==> src/hdl/lpbt_pkg.sv <==
// shared types and constants of the led pixel bit transposer
// no dependencies; imported by every module of the block
`timescale 1ns / 1ps

package lpbt_pkg;

    // fixed layout of the block
    localparam int STRIP_COUNT    = 8;
    localparam int BYTES_PER_RGB  = 24;
    localparam int BYTES_PER_RGBW = 32;

    // widths: span address holds (1024 * 32) + 32, bit count holds 32
    localparam int SPAN_W       = 17;
    localparam int NBITS_W      = 6;
    localparam int ADDR_FIELD_W = 15;
    localparam int WORD_W       = 32;

    // opcodes
    localparam logic [1:0] OP_RGB   = 2'd0;
    localparam logic [1:0] OP_RGBW  = 2'd1;
    localparam logic [1:0] OP_GAMMA = 2'd2;
    localparam logic [1:0] OP_READ  = 2'd3;

    // pixel formats
    localparam logic [1:0] FMT_RGB    = 2'd0;
    localparam logic [1:0] FMT_BRIGHT = 2'd1;
    localparam logic [1:0] FMT_FLAG   = 2'd2;

    // register indexes (paddr bit 2)
    localparam logic REG_FORMAT = 1'b0;
    localparam logic REG_BRIGHT = 1'b1;

    localparam logic [7:0] FLAG_MARK    = 8'hC0;
    localparam logic [7:0] BRIGHT_RESET = 8'hFF;

    typedef struct packed {
        logic [1:0]              opcode;
        logic [2:0]              strip_port;
        logic [9:0]              pixel_number;
        logic [7:0]              red_level;
        logic [7:0]              green_level;
        logic [7:0]              blue_level;
        logic [7:0]              white_level;
        logic [7:0]              gamma_slot;
        logic [7:0]              gamma_value;
        logic [ADDR_FIELD_W-1:0] store_address;
    } t_in_item;

    typedef struct packed {
        logic [7:0]              store_byte;
        logic [ADDR_FIELD_W-1:0] byte_address;
    } t_out_item;

    typedef struct packed {
        logic [7:0] red;
        logic [7:0] green;
        logic [7:0] blue;
        logic [7:0] white;
    } t_gamma_set;

    typedef struct packed {
        logic                    start;
        logic [2:0]              strip;
        logic [SPAN_W-1:0]       base;
        logic [NBITS_W-1:0]      nbits;
        logic [WORD_W-1:0]       word;
        logic [ADDR_FIELD_W-1:0] rd_addr;
    } t_spread_cmd;

    typedef struct packed {
        logic ready;
        logic clearing;
    } t_spread_stat;

endpackage

==> src/hdl/lpbt_gamma.sv <==
// gamma table memory and four-level lookup sequencer
// depends on lpbt_pkg
`timescale 1ns / 1ps

module lpbt_gamma (
    input  logic                  i_clk,
    input  logic                  i_rst_n,
    input  logic                  i_wr_en,
    input  logic [7:0]            i_wr_slot,
    input  logic [7:0]            i_wr_value,
    input  logic                  i_start,
    input  lpbt_pkg::t_gamma_set  i_levels,
    output logic                  o_done,
    output lpbt_pkg::t_gamma_set  o_mapped
);
    import lpbt_pkg::*;

    localparam int LOOKUPS = 4;

    logic [7:0]        r_mem [0:255];
    logic [7:0]        r_q;
    logic [WORD_W-1:0] r_lv;
    logic [WORD_W-1:0] r_col;
    logic [2:0]        r_cnt;
    logic              r_run;
    logic              r_cap;
    logic              r_done;
    logic              w_issue;
    logic              w_last;

    assign w_issue = r_run && (r_cnt != 3'(LOOKUPS));
    assign w_last  = r_cap && (r_cnt == 3'(LOOKUPS));

    always_ff @(posedge i_clk) begin
        if (!i_rst_n) begin
            r_run  <= 1'b0;
            r_cap  <= 1'b0;
            r_done <= 1'b0;
            r_cnt  <= '0;
        end else begin
            r_cap  <= w_issue;
            r_done <= w_last;
            if (i_start) begin
                r_run <= 1'b1;
                r_cnt <= '0;
            end else if (w_issue) begin
                r_cnt <= r_cnt + 3'd1;
            end else if (w_last) begin
                r_run <= 1'b0;
            end
        end
    end

    // levels leave red first; mapped bytes enter at the bottom
    always_ff @(posedge i_clk) begin
        if (i_start) begin
            r_lv <= i_levels;
        end else if (w_issue) begin
            r_lv <= {r_lv[WORD_W-9:0], 8'h00};
        end
        if (r_cap) begin
            r_col <= {r_col[WORD_W-9:0], r_q};
        end
    end

    always_ff @(posedge i_clk) begin
        if (i_wr_en) begin
            r_mem[i_wr_slot] <= i_wr_value;
        end
    end

    always_ff @(posedge i_clk) begin
        r_q <= r_mem[r_lv[WORD_W-1:WORD_W-8]];
    end

    assign o_done   = r_done;
    assign o_mapped = t_gamma_set'(r_col);

endmodule

==> config.mk <==
export PLATFORM = sky130hd
export DESIGN_NAME = lpbt_gamma
export DESIGN_NICKNAME = d
export VERILOG_FILES = /design/src/hdl/lpbt_pkg.sv /design/src/hdl/lpbt_gamma.sv
export SDC_FILE = /design/constraint.sdc
export NUM_CORES = 2
export LEC_CHECK = 0
export BUFFER_PORTS_ARGS = -buffer_cell sky130_fd_sc_hd__buf_2
export CORE_MARGIN = 2
export CORE_UTILIZATION = 60
export DETAILED_ROUTE_END_ITERATION = 16
export GPL_ROUTABILITY_DRIVEN = 0
export GPL_TIMING_DRIVEN = 1
export HOLD_SLACK_MARGIN = 0.03
export PLACE_DENSITY = 0.76
export SETUP_SLACK_MARGIN = 0.5
export SKIP_CTS_REPAIR_TIMING = 1
export SYNTH_ARGS = -nofsm -noshare
export SYNTH_HDL_FRONTEND = slang
export SYNTH_SLANG_ARGS = --single-unit
export TNS_END_PERCENT = 50
==> constraint.sdc <==
create_clock -name i_clk -period 4.6 [get_ports i_clk]
set_input_delay 0.69 -clock i_clk [delete_from_list [all_inputs] [get_ports i_clk]]
set_output_delay 0.69 -clock i_clk [all_outputs]
set_load 0.03 [all_outputs]
# [Word level (Yosys, flattened, before mapping)]
# Memory sizes are Yosys's and may differ from the RTL's. A register that Yosys moved wholly into a read port is not among the register bits.
# Cells that the tools add are included.
[classes] eq_ne=3 addsub=1 bitwise_logic=1 reduce_logical=6 muxes=7
[ops] op="2-to-1 mux 32 bit" n=2
[ops] op="2-to-1 mux 1 bit" n=5
[ops] op="nonzero test 2 bit" n=2
[ops] op="adder 3 x 1 -> 3 bit (second input constant)" n=1
[ops] op="== test 3 bit (second input constant)" n=1
[ops] op="inequality test 3 bit (second input constant)" n=1
[ops] op="logical AND 1 bit" n=2
[ops] op="inequality test 2 bit (second input constant)" n=1
[ops] op="AND reduction 2 bit" n=1
[ops] op="OR reduction 2 bit" n=1
[ops] op="inverter 1 bit" n=1
[totals] word_cells=25 out_inout_bits=33 inputBits=52 n_memories=1 regBits=70 mem_bits_rw=2048
[memory_table] name="r_mem" depth=256 word_bits=8 rd=1 rd_ports_with_merged_regs=1 write_ports=1 line="lpbt_gamma.sv:20" rtl="logic [7:0] r_mem [0:255];"

# [Longest topological paths before layout]
[logic_depth] depth_word=5 ltp_mapped=11 depth_no_buf=6

# [Worst setup path before layout]
# Ideal clock, no wire load.
[synth_timing] path_type="input-to-reg" startpoint="input port i_wr_slot[3]" endpoint="memory r_mem[235][0], enable pin" path_slack_ns=2.094 arrival_ns=2.136 path_buffers=3 stages=6 cell_sequence="clkbuf_1 -> nor2b_1 -> clkbuf_1 -> nand4_1 -> clkbuf_1 -> nor2_1"
[synth_rtl] element="start: declaration" line="lpbt_gamma.sv:9" rtl="input logic [7:0] i_wr_slot,"
[synth_rtl] element="end: declaration" line="lpbt_gamma.sv:20"
# Straight into the memory's write port.

==> summary.md <==
The flow ran to the end, and the final reports show no timing, DRC or antenna violations. The mapped netlist covers 82200 µm². The worst pin sits at a relative slew slack of 12.9%. The total CTS buffers was 202. Across the VDD grid, the largest voltage drop is 0.363 mV. Static timing analysis puts the maximum clock frequency at 255 MHz. For this design the total switching power over the nets is 9.20 mW. The worst path arrival time was 4.68 ns.

The met1 track utilization from global routing came out at 41.3%. The part of the total power dissipated in the clock network was 39.2%. Synthesis produced a netlist with a net count of 3862. The startpoint kind of the worst setup timing path is a flip-flop. The area added between synthesis and finish works out to 11.1%. The hold path depth is 2. Count of TritonRoute iterations in the first routing pass: 6.

Number of max-slew violations in the final report: 0. For this configuration, the core starts out at a cell density of 60.6%. I/O pin total: 85. TritonCTS built the clock tree. The synthesized netlist devotes 0.0304% of its cell area to adder and majority cells. The tools report the number of antenna violations at the first check in global routing as 16. Input and output buffers added on the ports amount to 84. At the placement stage, the worst setup path has a slack of 0.373 ns. Entering global routing, the biggest net connects 150 pins. The top fanout value on the critical path was 47; the total congestion overflow after global routing was 0.

The global-route met2 utilization was 43.8%. After synthesis the netlist holds a flip-flop and latch count of 2126. The number of vias per cell after detailed routing was 6.94; the total track usage was 28.9%. The post-synthesis compound-gate area fraction works out to 2.96%.

The min-delay analysis places its worst path in the category primary input to flip-flop. By count the netlist is led by sky130_fd_sc_hd__edfxtp_1, sky130_fd_sc_hd__mux4_2, sky130_fd_sc_hd__nor2_1, sky130_fd_sc_hd__mux2i_1, sky130_fd_sc_hd__clkbuf_1. Net switching is 22.5% of the power. The first-pass GRT wire length is 290000 µm. The die covers 140000 µm². The slowest stage of the critical path belongs to the cell sky130_fd_sc_hd__edfxtp_1.

met2 is the most crowded layer. The tools report the insertion delay to the later sink of the worst-skew pair as 0.84 ns. The area share of xor/xnor cells in the synthesized design was 0.0213%; the share of the clock period used by the worst path after layout was 85.3%. The buffer levels on the longest clock path came out at 3.

The transition at the pin with the smallest max-transition slack was 1.31 ns; the number of buffer and inverter stages on the critical path was 3. The tools report the smallest setup slack after layout as 0.675 ns. For the reported leakage power, the log shows 28.6 nW. The vertical die dimension came out at 374 µm. Routed wire length: 200000 µm. After synthesis, the largest family of logic cells by area is multiplexers.

Power spread over the standard cell area amounts to 448 nW/µm². After synthesis, the share of flip-flops with an asynchronous set or reset is 0%. Of the total power, combinational logic draws 8.2%.

Clock slew seen by the registers of the worst setup and hold paths: 0.06 ns. For this run, the slowest stage of the critical path takes 0.83 ns. Setup repair after global routing left no endpoint under its margin. The final routed wire length divided by cell count was 33.5 µm; the residual antenna-violating net count after detailed routing was 0. Synthesis produced 3808 cells.

At the end of the flow, the number of nets in the layout was 4073. The path depth of the worst reg2reg path was 9; the final cell count without fillers was 5974. Clock tree synthesis found a total of 2126 sinks.

Adding up every negative setup slack in the final design gives 0 ns. The kind of end point of the critical path was a flip-flop. Yosys attributes the largest share of cell area to sky130_fd_sc_hd__edfxtp_1, sky130_fd_sc_hd__mux4_2, sky130_fd_sc_hd__mux2i_1. The signal on the critical path passes through buf_16 > buf_12 > buf_4 > mux4_2 > mux2i_1 > a22o_1 > o41ai_1 > a31oi_1 > nor4_1. The worst reg-to-reg setup slack is 0.67 ns, and the core outline area is 136000 µm². In this run the cell area measured after placement is 85100 µm². After routing the design area is 91400 µm². Setup violations remaining at the end of the flow were counted as 0.

For the worst setup path, the data required time is 5.35 ns. In the synthesized netlist, mux cells make up 15.2% of the area. The run gives 40700 as the number of global-route vias before repair. The cell row count came out at 135.

The share of the synthesized area in the top cell type was 77.1%. The floorplan step set the die width to 374 µm. The average cell area after synthesis is 21.6 µm², and the number of placed cells counting well taps is 5595. Final hold analysis gives a worst-case slack of 0.102 ns. The clock tree synthesis step divided the H-tree into 4 levels. The run gives 0 as the number of maximum-capacitance violations. For this run, the leading register cell type out of synthesis is sky130_fd_sc_hd__edfxtp_1.

Registers are responsible for 52.6% of the overall power. Worst setup path category: flip-flop to flip-flop. The run gives 0 as the hold violation count in the final report.

The detailed router finished its first iteration with 6063 violations. Between clock sinks in the finished design, the worst skew comes to 0.0357 ns. Number of warning messages in the yosys log: 0.

Cell internal power was estimated by the tool at 31.7 mW. Among cell families on the critical path, the largest total delay comes from compound AO/OA/AOI/OAI gates. The detailed placer's ending HPWL was 120000 µm; the share of final-layout standard cells stronger than drive strength 1 was 25.1%.

For the distinct cell type count after synthesis, the log shows 59. The number of remaining DRC errors is 0. Summed over all instances, the cell type with the most area after synthesis is sky130_fd_sc_hd__edfxtp_1. The met3 capacity usage during global routing is 7.45%. Most repeated cell in the gate-level netlist after synthesis: sky130_fd_sc_hd__edfxtp_1.

In this run, synthesis inferred 2112 flip-flops with an integrated enable. In this run the number of cells on the critical path is 9. The cell at the root of the clock tree is sky130_fd_sc_hd__clkbuf_16.

Sequential fraction of the synthesis area: 77.5%. The worst path in the final design needs a cycle of 3.93 ns, including I/O delays and setup. Of the total synthesized cell area, the portion taken by AND, OR, NAND and NOR gates is 2.41%.

Via count: 41400.
==> final cells by class <==
| type | instances | area, µm² |
|---|---|---|
| inverter | 8 | 30.0 |
| sequential | 2126 | 63700 |
| multi-input combinational | 1439 | 17000 |
| fill | 8180 | 44400 |
| clock buffer | 265 | 5460 |
| antenna | 6 | 15.0 |
| tap | 1781 | 2230 |
| timing repair buffer | 242 | 2080 |
| clock inverter | 107 | 863 |
==> cell families (layout without fill, tap and decap cells) <==
logic type	after synthesis	after routing
AO/OA/AOI/OAI	335	335
AND/OR/NAND/NOR	456	456
XOR/XNOR	2	2
buffers and inverters	243	622
multiplexers	644	644
other	0	6
flip-flops	2126	2126
adder cells (fa/ha/maj)	2	2
==> worst paths after layout <==
kind | startpoint | to
setup / recovery | r_lv[24] | r_q[4]
hold / removal | i_rst_n | r_cap
setup reg to reg | r_lv[24] | r_q[4]
hold reg to reg | r_q[0] | o_mapped[0]
==> state kept, by name, summed over array words and instances (netlist names) <==
name,count
o_mapped,32
r_lv,32
r_run,1
o_done,1
r_mem,2048
r_q,8
r_cap,1
r_cnt,3
==> placed cells by master (no fill, tap or decap), types with 13 or more instances in the layout <==
cell,count
sky130_fd_sc_hd__edfxtp_1,2112
sky130_fd_sc_hd__mux4_2,474
sky130_fd_sc_hd__nor2_1,289
sky130_fd_sc_hd__clkbuf_16,206
sky130_fd_sc_hd__buf_4,126
sky130_fd_sc_hd__mux2i_1,123
sky130_fd_sc_hd__a22oi_1,90
sky130_fd_sc_hd__buf_2,76
sky130_fd_sc_hd__a21oi_1,63
sky130_fd_sc_hd__clkbuf_1,51
sky130_fd_sc_hd__nand2_1,42
sky130_fd_sc_hd__mux2_2,40
sky130_fd_sc_hd__clkinv_2,40
sky130_fd_sc_hd__clkinv_1,40
sky130_fd_sc_hd__o221ai_1,36
sky130_fd_sc_hd__o22ai_1,35
sky130_fd_sc_hd__buf_12,31
sky130_fd_sc_hd__nand3_1,28
sky130_fd_sc_hd__a221oi_1,25
sky130_fd_sc_hd__a22o_1,19
sky130_fd_sc_hd__clkbuf_8,16
sky130_fd_sc_hd__nor4_1,15
sky130_fd_sc_hd__a211oi_1,15
sky130_fd_sc_hd__nor2b_1,14
sky130_fd_sc_hd__dfxtp_1,13
==> metrics by stage <==
| stage | util [%] | power (mW) |
|---|---|---|
| 2_1_floorplan | - | 23.9 |
| 3_3_place_gp | 62.6 | 25.2 |
| 5_1_grt | 67.3 | 41.9 |
| 4_1_cts | 67.3 | 41.0 |
| 3_5_place_dp | 62.6 | 25.3 |
| 6_report | 67.3 | 40.9 |
==> per-layer routing <==
metal  part of all wire (%)  up-vias  wire length [µm]
li1                       -    16400                 -
met1                     37    21600             74800
met2                     47     2923             94000
met3                     12      450             23400
met4                    3.9       12              7910
met5                  0.039        -                79
==> power by group through the flow <==
stage                     clock (mW)  combinational, mW  sequential (mW)
after global routing            16.8               3.49             21.5
after detailed placement           0               3.29             22.0
after global placement             0               3.25             22.0
after floorplan                    0               2.04             21.9
after CTS                       16.2               3.32             21.5
final                           16.0               3.35             21.6
==> worst reg2reg max path, cell delays in order (launching register included) <==
cell and delay (ns):
sky130_fd_sc_hd__edfxtp_1 0.83, sky130_fd_sc_hd__buf_16 0.25, sky130_fd_sc_hd__buf_12 0.37, sky130_fd_sc_hd__buf_4 0.40
sky130_fd_sc_hd__mux4_2 0.29, sky130_fd_sc_hd__mux2i_1 0.08, sky130_fd_sc_hd__a22o_1 0.26, sky130_fd_sc_hd__o41ai_1 0.72
sky130_fd_sc_hd__a31oi_1 0.33, sky130_fd_sc_hd__nor4_1 0.30
Power figures use the tool's default switching activity.
